==> src/rtl/core/cffa_pkg.sv <==
// Shared types and constants for the contiguous first-fit allocator.
// Used by cffa_chain and the top level; depends on nothing else.
package cffa_pkg;

    // Field widths of the stream and configuration beats.
    localparam int IDX_W      = 6;
    localparam int SIZE_W     = 7;
    localparam int POS_W      = 7;
    localparam int CFG_W      = 7;
    localparam int S_TDATA_W  = 16;
    localparam int M_TDATA_W  = 16;

    // Defaults handed to the top level.
    localparam int DEF_NUM_BLOCKS    = 64;
    localparam int DEF_BLOCKS_IN_USE = 64;

    // Input beat kinds carried in s_tuser.
    localparam logic FUNC_RELEASE  = 1'b0;
    localparam logic FUNC_ALLOCATE = 1'b1;

    // Broadcast controls from the sequencer to every cell.
    typedef struct packed {
        logic rel_en;   // release the block selected by the index
        logic inject;   // scan token enters cell zero
        logic scan_on;  // cells holding the token evaluate it
        logic drop;     // forget pending blocks of a broken run
        logic commit;   // mark all pending blocks used
    } chain_ctrl_t;

    // Summary of the row returned to the sequencer.
    typedef struct packed {
        logic hit;        // a run reached the requested size this cycle
        logic used_seen;  // the token sat on a used block this cycle
        logic any_free;   // a managed block is free
    } chain_stat_t;

endpackage

==> src/rtl/core/cffa_cell.sv <==
// One block of the free map: its free bit, a pending mark and a scan stage.
// Depends on cffa_pkg only through its parent; uses no package items itself.
module cffa_cell #(
    parameter int RUN_W = 7
) (
    input  logic             aclk,
    input  logic             aresetn,
    input  logic             tok_in,
    input  logic [RUN_W-1:0] run_in,
    input  logic [RUN_W-1:0] size,
    input  logic             scan_on,
    input  logic             drop,
    input  logic             commit,
    input  logic             set_free,
    output logic             tok_out,
    output logic [RUN_W-1:0] run_out,
    output logic             free,
    output logic             hit,
    output logic             used
);

    logic             tok_reg, tok_next;
    logic [RUN_W-1:0] run_reg, run_next;
    logic             free_reg, free_next;
    logic             pend_reg, pend_next;
    logic             active;

    // Evaluate the token: extend or restart the run of free blocks.
    always_comb begin
        active    = tok_in & scan_on;
        run_next  = free_reg ? run_in + RUN_W'(1) : '0;
        hit       = active & free_reg & (run_next == size);
        used      = active & ~free_reg;
        tok_next  = active;
    end

    // A free block seen by the scan stays pending until its run breaks or wins.
    always_comb begin
        pend_next = pend_reg;
        priority if (commit) begin
            pend_next = 1'b0;
        end else if (active & free_reg) begin
            pend_next = 1'b1;
        end else if (drop) begin
            pend_next = 1'b0;
        end
    end

    // Release sets the bit; a commit clears it when the block is pending.
    always_comb begin
        free_next = free_reg;
        priority if (set_free) begin
            free_next = 1'b1;
        end else if (commit & pend_reg) begin
            free_next = 1'b0;
        end
    end

    always_ff @(posedge aclk) begin
        if (!aresetn) begin
            tok_reg  <= 1'b0;
            free_reg <= 1'b0;
            pend_reg <= 1'b0;
        end else begin
            tok_reg  <= tok_next;
            free_reg <= free_next;
            pend_reg <= pend_next;
        end
    end

    always_ff @(posedge aclk) begin
        run_reg <= run_next;
    end

    assign tok_out = tok_reg;
    assign run_out = run_reg;
    assign free    = free_reg;

endmodule

==> src/rtl/core/cffa_chain.sv <==
// Row of cffa_cell instances that hands the scan token and run length along.
// Depends on cffa_pkg for the control and status structs and on cffa_cell.
module cffa_chain #(
    parameter int NUM_BLOCKS = cffa_pkg::DEF_NUM_BLOCKS,
    parameter int RUN_W      = $clog2(NUM_BLOCKS + 1)
) (
    input  logic                         aclk,
    input  logic                         aresetn,
    input  cffa_pkg::chain_ctrl_t        ctrl,
    input  logic [cffa_pkg::IDX_W-1:0]   rel_idx,
    input  logic [RUN_W-1:0]             n_eff,
    input  logic [RUN_W-1:0]             size,
    output cffa_pkg::chain_stat_t        stat
);

    localparam int XW = (cffa_pkg::IDX_W > RUN_W) ? cffa_pkg::IDX_W : RUN_W;

    logic [NUM_BLOCKS:0]  tok_link;
    logic [RUN_W-1:0]     run_link [NUM_BLOCKS+1];
    logic [NUM_BLOCKS-1:0] free_vec, hit_vec, used_vec, set_vec, managed_vec;
    logic [XW-1:0]        idx_ext, n_ext;

    assign idx_ext     = XW'(rel_idx);
    assign n_ext       = XW'(n_eff);
    assign tok_link[0] = ctrl.inject;
    assign run_link[0] = '0;

    for (genvar i = 0; i < NUM_BLOCKS; i++) begin : g_cell
        // Release decode and the managed range for this block.
        assign set_vec[i]     = ctrl.rel_en & (idx_ext == XW'(i));
        assign managed_vec[i] = (XW'(i) < n_ext);

        cffa_cell #(
            .RUN_W (RUN_W)
        ) u_cell (
            .aclk     (aclk),
            .aresetn  (aresetn),
            .tok_in   (tok_link[i]),
            .run_in   (run_link[i]),
            .size     (size),
            .scan_on  (ctrl.scan_on),
            .drop     (ctrl.drop),
            .commit   (ctrl.commit),
            .set_free (set_vec[i]),
            .tok_out  (tok_link[i+1]),
            .run_out  (run_link[i+1]),
            .free     (free_vec[i]),
            .hit      (hit_vec[i]),
            .used     (used_vec[i])
        );
    end

    // Reduce the row to a few status bits for the sequencer.
    always_comb begin
        stat.hit       = |hit_vec;
        stat.used_seen = |used_vec;
        stat.any_free  = |(free_vec & managed_vec);
    end

endmodule

==> src/rtl/core/contiguous_first_fit_allocator.sv <==
// Top level of the contiguous first-fit allocator: stream ports, sequencer,
// result register. Depends on cffa_pkg, cffa_chain and cffa_cell.
//
//  Channel   Direction  Beat contents (lowest bit first)
//  s_*       in         tdata: block_index[5:0], request_size[12:6]; tuser: func
//  m_*       out        tdata: run_start[6:0], run_end[13:7], space_left[14];
//                       tuser: granted
//  cfg_*     in         cfg_data: blocks_in_use[6:0]
//
// A release goes from accept straight to the result state. An allocation
// walks the token along the managed cell row one block per cycle, then passes
// through a commit state if a run was found, then the result state. Failed
// size checks also go straight to the result state. Reset marks every block
// used and sets blocks_in_use to 64. A stalled result holds in the output register
// while the next beat is already accepted; that beat then waits in its result state.
module contiguous_first_fit_allocator #(
    parameter int NUM_BLOCKS = cffa_pkg::DEF_NUM_BLOCKS
) (
    input  logic                             aclk,
    input  logic                             aresetn,
    // Input stream.
    input  logic                             s_tvalid,
    output logic                             s_tready,
    input  logic [cffa_pkg::S_TDATA_W-1:0]   s_tdata,  // block_index, request_size
    input  logic                             s_tuser,  // func
    // Result stream.
    output logic                             m_tvalid,
    input  logic                             m_tready,
    output logic [cffa_pkg::M_TDATA_W-1:0]   m_tdata,  // run_start, run_end, space_left
    output logic                             m_tuser,  // granted
    // Configuration write.
    input  logic                             cfg_valid,
    output logic                             cfg_ready,
    input  logic [cffa_pkg::CFG_W-1:0]       cfg_data
);

    localparam int RUN_W = $clog2(NUM_BLOCKS + 1);
    localparam int CNT_W = $clog2(NUM_BLOCKS);
    localparam int CW    = (RUN_W > cffa_pkg::SIZE_W) ? RUN_W : cffa_pkg::SIZE_W;
    localparam int POS_W = cffa_pkg::POS_W;
    localparam int IDX_W = cffa_pkg::IDX_W;

    localparam logic [1:0] ST_IDLE   = 2'd0;
    localparam logic [1:0] ST_SCAN   = 2'd1;
    localparam logic [1:0] ST_COMMIT = 2'd2;
    localparam logic [1:0] ST_DONE   = 2'd3;

    logic [1:0]              state_reg, state_next;
    logic [CNT_W-1:0]        cnt_reg, cnt_next;
    logic                    inj_reg, inj_next;
    logic                    drop_reg, drop_next;
    logic [CW-1:0]           size_reg, size_next;
    logic                    gr_reg, gr_next;
    logic [POS_W-1:0]        start_reg, start_next;
    logic [POS_W-1:0]        end_reg, end_next;
    logic [cffa_pkg::CFG_W-1:0] biu_reg;
    logic                    mv_reg, mv_next;
    logic [cffa_pkg::M_TDATA_W-1:0] md_reg, md_next;
    logic                    mu_reg, mu_next;

    logic                    s_acc, func;
    logic [IDX_W-1:0]        in_idx;
    logic [cffa_pkg::SIZE_W-1:0] in_size;
    logic [CW-1:0]           biu_ext, in_size_ext, n_cw, cnt_cw, end_val, start_val;
    logic [RUN_W-1:0]        n_eff;
    logic                    last_cell, out_free;
    cffa_pkg::chain_ctrl_t   ctrl;
    cffa_pkg::chain_stat_t   stat;

    // Unpack the input beat and clamp the block count.
    always_comb begin
        func        = s_tuser;
        in_idx      = s_tdata[IDX_W-1:0];
        in_size     = s_tdata[IDX_W +: cffa_pkg::SIZE_W];
        in_size_ext = CW'(in_size);
        biu_ext     = CW'(biu_reg);
        n_cw        = (biu_ext > CW'(NUM_BLOCKS)) ? CW'(NUM_BLOCKS) : biu_ext;
        n_eff       = n_cw[RUN_W-1:0];
        cnt_cw      = CW'(cnt_reg);
        last_cell   = ((cnt_cw + CW'(1)) == n_cw);
        end_val     = cnt_cw + CW'(1);
        start_val   = end_val - size_reg + CW'(1);
        s_acc       = s_tvalid & s_tready;
        out_free    = ~mv_reg | m_tready;
    end

    assign s_tready  = (state_reg == ST_IDLE);
    assign cfg_ready = 1'b1;

    // Controls broadcast to the cell row.
    always_comb begin
        ctrl.rel_en  = s_acc & (func == cffa_pkg::FUNC_RELEASE)
                       & ((CW'(in_idx)) < n_cw);
        ctrl.inject  = inj_reg;
        ctrl.scan_on = (state_reg == ST_SCAN);
        ctrl.drop    = drop_reg;
        ctrl.commit  = (state_reg == ST_COMMIT);
    end

    cffa_chain #(
        .NUM_BLOCKS (NUM_BLOCKS),
        .RUN_W      (RUN_W)
    ) u_chain (
        .aclk    (aclk),
        .aresetn (aresetn),
        .ctrl    (ctrl),
        .rel_idx (in_idx),
        .n_eff   (n_eff),
        .size    (size_reg[RUN_W-1:0]),
        .stat    (stat)
    );

    // Sequencer: accept, walk the token, commit a found run, deliver.
    always_comb begin
        state_next = state_reg;
        cnt_next   = cnt_reg;
        inj_next   = 1'b0;
        drop_next  = 1'b0;
        size_next  = size_reg;
        gr_next    = gr_reg;
        start_next = start_reg;
        end_next   = end_reg;
        mv_next    = mv_reg & ~m_tready;
        md_next    = md_reg;
        mu_next    = mu_reg;
        unique case (state_reg)
            ST_IDLE: begin
                if (s_acc) begin
                    size_next  = in_size_ext;
                    gr_next    = 1'b0;
                    start_next = '0;
                    end_next   = '0;
                    cnt_next   = '0;
                    if ((func == cffa_pkg::FUNC_ALLOCATE) && (in_size_ext != '0)
                        && (in_size_ext <= n_cw)) begin
                        inj_next   = 1'b1;
                        drop_next  = 1'b1;
                        state_next = ST_SCAN;
                    end else begin
                        state_next = ST_DONE;
                    end
                end
            end
            ST_SCAN: begin
                drop_next = stat.used_seen;
                if (stat.hit) begin
                    gr_next    = 1'b1;
                    start_next = start_val[POS_W-1:0];
                    end_next   = end_val[POS_W-1:0];
                    state_next = ST_COMMIT;
                end else if (last_cell) begin
                    state_next = ST_DONE;
                end else begin
                    cnt_next = cnt_reg + CNT_W'(1);
                end
            end
            ST_COMMIT: begin
                state_next = ST_DONE;
            end
            ST_DONE: begin
                if (out_free) begin
                    mv_next    = 1'b1;
                    md_next    = cffa_pkg::M_TDATA_W'({stat.any_free, end_reg, start_reg});
                    mu_next    = gr_reg;
                    state_next = ST_IDLE;
                end
            end
            default: begin
                state_next = ST_IDLE;
            end
        endcase
    end

    always_ff @(posedge aclk) begin
        if (!aresetn) begin
            state_reg <= ST_IDLE;
            inj_reg   <= 1'b0;
            drop_reg  <= 1'b0;
            mv_reg    <= 1'b0;
            biu_reg   <= cffa_pkg::CFG_W'(cffa_pkg::DEF_BLOCKS_IN_USE);
        end else begin
            state_reg <= state_next;
            inj_reg   <= inj_next;
            drop_reg  <= drop_next;
            mv_reg    <= mv_next;
            if (cfg_valid & cfg_ready) begin
                biu_reg <= cfg_data;
            end
        end
    end

    always_ff @(posedge aclk) begin
        cnt_reg   <= cnt_next;
        size_reg  <= size_next;
        gr_reg    <= gr_next;
        start_reg <= start_next;
        end_reg   <= end_next;
        md_reg    <= md_next;
        mu_reg    <= mu_next;
    end

    assign m_tvalid = mv_reg;
    assign m_tdata  = md_reg;
    assign m_tuser  = mu_reg;

    // A commit always follows a scan cycle that found a run.
    a_commit_after_hit: assert property (@(posedge aclk) disable iff (!aresetn)
        (state_reg == ST_COMMIT) |-> ($past(state_reg) == ST_SCAN && $past(stat.hit)))
        else $error("commit without a found run");

    // A run is only found while the token is walking.
    a_hit_in_scan: assert property (@(posedge aclk) disable iff (!aresetn)
        stat.hit |-> (state_reg == ST_SCAN))
        else $error("run found outside a scan");

    // A granted result names a nonzero start no later than its end.
    a_grant_range: assert property (@(posedge aclk) disable iff (!aresetn)
        (m_tvalid && m_tuser && NUM_BLOCKS < 128) |->
            (m_tdata[POS_W-1:0] != '0 && m_tdata[POS_W-1:0] <= m_tdata[2*POS_W-1:POS_W]))
        else $error("granted run has a bad range");

endmodule

==> config.mk <==
export PLATFORM = sky130hd
export DESIGN_NAME = contiguous_first_fit_allocator
export DESIGN_NICKNAME = d
export VERILOG_FILES = /design/src/rtl/core/cffa_pkg.sv /design/src/rtl/core/cffa_cell.sv /design/src/rtl/core/cffa_chain.sv /design/src/rtl/core/contiguous_first_fit_allocator.sv
export SDC_FILE = /design/constraint.sdc
export NUM_CORES = 2
export LEC_CHECK = 0
export ABC_AREA = 1
export BUFFER_PORTS_ARGS = -buffer_cell sky130_fd_sc_hd__buf_2
export CAP_MARGIN = 5
export CORE_MARGIN = 1
export CORE_UTILIZATION = 55
export CTS_CLUSTER_SIZE = 12
export DETAILED_ROUTE_END_ITERATION = 6
export PLACE_DENSITY = 0.78
export REMOVE_ABC_BUFFERS = 1
export SYNTH_ARGS = -nofsm -noshare
export SYNTH_HDL_FRONTEND = slang
export SYNTH_SLANG_ARGS = --single-unit
==> constraint.sdc <==
create_clock -name aclk -period 4.15 [get_ports aclk]
set_input_delay 0.2075 -clock aclk [delete_from_list [all_inputs] [get_ports aclk]]
set_output_delay 0.2075 -clock aclk [all_outputs]
set_load 0.005 [all_outputs]
== Word level (Yosys, flattened, before mapping) ==
Index checks and enable logic that the tools add are counted.
Word-level totals
  register bits: 682
  output and inout bits: 20
  word-level logic and storage cells: 1420
Cells by class
  $add $sub $neg: 67
  $lt $le $gt $ge: 67
  equal/unequal tests: 137
  mux-type cells: 281
  bitwise operators: 458
  reductions and logical operators: 144
Operators with widths (number)
  2-to-1 mux 7 bit: 67
  == test 7 bit: 64
  adder 7 x 1 -> 7 bit (second input constant): 63
  bitwise AND 1 bit: 388
  nonzero test 2 bit: 129
  < comparator 6 x 7 -> 1 bit (first input constant): 32
  2-to-1 mux 1 bit: 200
  == test 6 bit (second input constant): 32
  OR reduction 64 bit: 3
  < comparator 5 x 7 -> 1 bit (first input constant): 16
  == test 6 x 5 -> 1 bit (second input constant): 16
  inverter 1 bit: 68
  bitwise AND 64 bit: 1
  < comparator 4 x 7 -> 1 bit (first input constant): 8
  == test 6 x 4 -> 1 bit (second input constant): 8
  < comparator 3 x 7 -> 1 bit (first input constant): 4
  one-hot mux 7 bit (2 select lines): 2
  == test 6 x 3 -> 1 bit (second input constant): 4
  2-to-1 mux 6 bit: 3
  < comparator 1 x 7 -> 1 bit (first input constant): 2
  < comparator 2 x 7 -> 1 bit (first input constant): 2
  == test 6 x 2 -> 1 bit (second input constant): 2
  one-hot mux 6 bit (2 select lines): 1
  2-to-1 mux 2 bit: 5
  25 further kinds: 34

== Depth between registers and ports, before layout ==
  word-level depth: 7
  mapped depth: 23
  depth with buffers taken out: 22

== Hierarchy ==
From an unflattened synthesis, not the netlist that was laid out.
Unflattened totals
  cells, all modules: 6083
  area, all modules: 39496.6 um^2
By module, submodules not included
  cffa_cell: times used 64, cells each 84, area each 544.3 um^2, seq. area each 200.2 um^2
  contiguous_first_fit_allocator: times used 1, cells each 296, area each 2866.5 um^2, seq. area each 1561.5 um^2
  cffa_chain: times used 1, cells each 411, area each 1796.7 um^2, seq. area each 0.0 um^2

== Worst setup path before layout ==
Ideal clock, no wire load.
  path type: register to register
  start: register state_reg[1]
  end: register end_reg[0], enable pin
  library setup time: 0.392 ns
  arrival time: 2.563 ns
  data required time: 3.758 ns
  setup slack: 1.195 ns
  stages on the path, launching flop included: 19
  path through: dfxtp_1 inv_1 ha_1 buf_2 buf_2 nand2_1 nor2_1 nand2_1 nor3_1 nand3_1 nor2_1 nand3_1 nand2_1 nor2_1 nand2_1 nor2_1 nand2_1 nor2_2 a21oi_1
On the way
  longest elaborated chain between the ends: 7
RTL lines
  from (decl): RTL line contiguous_first_fit_allocator.sv:48  | logic [1:0] state_reg, state_next;
  from (signal assigned): RTL line contiguous_first_fit_allocator.sv:182  | state_reg <= state_next;
  == test 2 x 1 -> 1 bit: RTL line contiguous_first_fit_allocator.sv:95, contiguous_first_fit_allocator.sv:126
  bitwise AND 1 bit: RTL line cffa_cell.sv:30  | active = tok_in & scan_on;
  bitwise AND 1 bit (2 in a row): RTL line cffa_cell.sv:32  | hit = active & free_reg & (run_next == size);
  OR reduction 64 bit: RTL line cffa_chain.sv:55  | stat.hit = |hit_vec;
  != test 2 bit (no source line)
  AND reduction 3 bit (no source line) *
  to (signal assigned): RTL line contiguous_first_fit_allocator.sv:197  | end_reg <= end_next;
  to (decl): RTL line contiguous_first_fit_allocator.sv:55  | logic [POS_W-1:0] end_reg, end_next;
Every way passes the cells marked *; elsewhere a longest branch is shown, timed or not.
A chain may end at the register's enable or synchronous reset.

== Worst setup path after layout ==
Same ends and word-level chain as after synthesis.

==> run_results.csv <==
group,metric,value,unit
outcome,status,"complete, no violations",
route,num_vias,36054,
critical_path,cp_max_fo,59,
route,drc_errors,0,
route,drtIter0Drc,3487,
logic_synthesis,netlist_area,0.0363,sq mm
critical_path,slowest_delay,0.66,ns
grt,gr-usage-all-layers,31.1,%
power_and_ir_drop,p_per_area,413,mW/mm^2
cells_and_area,design_area,0.0397,sq mm
sta,setup_viol,0,
logic_synthesis,synth_edf_count,44,
critical_path,setup.worst_path.end_class,"flip-flop",
cells_and_area,final_core_util,61.3,%
cells_and_area,drive_gt1_share,4.64,%
floorplanning,initial_core_util,56.1,%
sta,final_max_slew_viol_count,0,
sta,whs,0.0408,ns
sta,fin_setup_tns,0,ns
critical_path,ff2ff_setup_slack,0.61,ns
critical_path,path_common_cell,"a21oi_1",
route,viasPerCell,5.54,
logic_synthesis,ys_top_cells_by_area,"dfxtp_1 34%, nand2_1 17%, nand3_1 10%",
logic_synthesis,yosys-top-cells-count,"1,652 x nand2_1, 813 x inv_1, 741 x nand3_1",
logic_synthesis,ys_seq_area_share,38.0,%
power_and_ir_drop,ir_drop,0.584,mV
sta,fin_crit,3.54,ns
clock_network,cts_tree,"yes",
route,wl,106,mm
cells_and_area,area_delta_synth_final,9.27,%
floorplanning,die_x,259,microns
grt,grt_pass1_vias,32718,
sta,rsz0062_at_grt,"no",
run,max_cap_violations,0,
floorplanning,die_y,259,microns
grt,antenna_found_initial,8,
critical_path,worstSetupStartpointType,"flip-flop",
sta,fmax,283,MHz
clock_network,cts_num_sinks,667,
grt,grt_overflow,0,
clock_network,clk_latency,0.62,ns
route,wl_per_cell,16.2,microns
min_path,hold_class,"input pin to flip-flop",
critical_path,cp.arrival,3.85,ns
critical_path,critPathKind,"flip-flop to flip-flop",
floorplanning,ios,49,
critical_path,path_cells,"inv_1, ha_4, buf_4, nand2_1, nor2_1, nand3_1, a21oi_1, o21ai_0, a21oi_1, nand3_1, nand4_1, nor2_1, nand2_1, nor2_2, a21oi_1, buf_4",
logic_synthesis,yosysTopAreaCell,"dfxtp_1",
clock_network,cts_root_buffer,"clkbuf_16",
sta,fin_crit_sh,85.3,%
logic_synthesis,synth.most_common_cell,"nand2_1",
placement,portBuffers,43,
placement,dp_cells,6358,
sta,tightestPinTransition,1.12,ns
logic_synthesis,async_flop_share,0,%
power_and_ir_drop,leakage,18.4,nW
clock_network,cts_made_buffers,75,
placement,placed_area,0.0371,sq mm
placement,place.gp.congestion,0.965,
grt,grt_start_max_net_pins,71,
logic_synthesis,synth.top_cell.area_share,34.3,%
cells_and_area,largest_register_ffs,420,
sta,slew_headroom,25.1,%
floorplanning,dieArea,0.0671,sq mm
critical_path,slowest_stage,"ha_4",
critical_path,worstPathRequired,4.46,ns
cells_and_area,final_cells,6511,
placement,hpwl,70.4,mm
sta,hold_violations,0,
clock_network,ctsResizeCount,0,
route,ant_nets,0,
cells_and_area,nNetsFinal,5717,
logic_synthesis,yosys_warnings,0,
grt,grt_pass1_wl,168,mm
logic_synthesis,syn_area_per_cell,6.43,sq um
logic_synthesis,synth-seq-cells,667,
sta,skew,0.0215,ns
route,first_pass_iters,6,
clock_network,clockBufferDepth,3,
logic_synthesis,ys.flop_type,"dfxtp_1",
clock_network,post_cts_buffers,0,
logic_synthesis,syn_inst,5649,
logic_synthesis,ys_types,45,
floorplanning,row_count,93,
clock_network,h-tree-depth,3,
floorplanning,core_region_area,0.0648,sq mm
clock_network,clkTransAtPathRegs,0.06,ns
[where the power goes]
part	internal, mW	total, mW	switching [mW]
Combinational	0.780	2.92	2.14
Clock	3.91	6.63	2.73
Sequential	6.74	6.85	0.112
Total	11.4	16.4	4.98
[cell type report]
type / count / area (sq um)
fill: 5903 / 25100
multi-input combinational: 3934 / 18500
sequential: 667 / 13800
inverter: 821 / 3090
clock buffer: 106 / 2180
tap: 855 / 1070
timing repair buffer: 98 / 808
clock inverter: 26 / 268
antenna: 4 / 10.0
[worst max-delay path: cells and delay by family, from the launching register on]
kind,cells,cell delay [ns]
fa+ha+maj,1,0.66
buf+inv,3,0.78
compound gates,4,0.51
simple gates,8,0.90
flops,1,0.35
[cells in the final DEF (no fill, tap or decap), drive strengths merged, types with 44 or more instances in the layout]
cell,n
ha,90
clkbuf,106
o21ai,101
nor2,630
nand2,1654
xor2,58
dfxtp,623
buf,81
nand4,295
inv,824
a21oi,191
edfxtp,44
nand3,741
[repair_timing]
action,CTS,global route
endpoints found under the setup margin,0,0
endpoints found under the hold margin,16,0
hold buffers,17,0
[per-layer routing]
layer | track usage (%) | vias to the layer above | wire length, microns
met5 | 0 | - | 48
met4 | 13.5 | 8 | 3760
met1 | 41.1 | 16430 | 45300
met2 | 50.4 | 1381 | 47700
met3 | 4.62 | 254 | 8990
li1 | - | 17981 | -
[kinds of logic (layout without fill, tap and decap cells)]
kind of cell	count (synthesis)	in the layout	synth area share, %
and+or+nand+nor	3407	3407	40.5
buffers and inverters	1048	1051	11.2
DFF	667	667	38.0
AOI/OAI and AO/OA	361	361	5.44
adders and majority gates	91	91	3.15
xor gates and xnor gates	72	72	1.74
other	2	6	0.0207
muxes	1	1	0.0275
[path summary, 6_finish.rpt]
path,start,end,cells past startpoint
worst max-delay path,state_reg[1],end_reg[0],16
worst min-delay path,cfg_data[4],biu_ext[4],3
worst max register to register,state_reg[1],end_reg[0],16
worst min register to register,end_reg[4],m_tdata[11],0
[stage by stage]
stage	setup WS, ns	power, mW
finish	0.611	16.4
global route	0.284	17.0
CTS	0.619	16.4
detailed placement	0.669	9.83
global placement	0.756	9.76
floorplan	-0.294	8.63
Note: power is estimated with default switching activity, not from simulation.
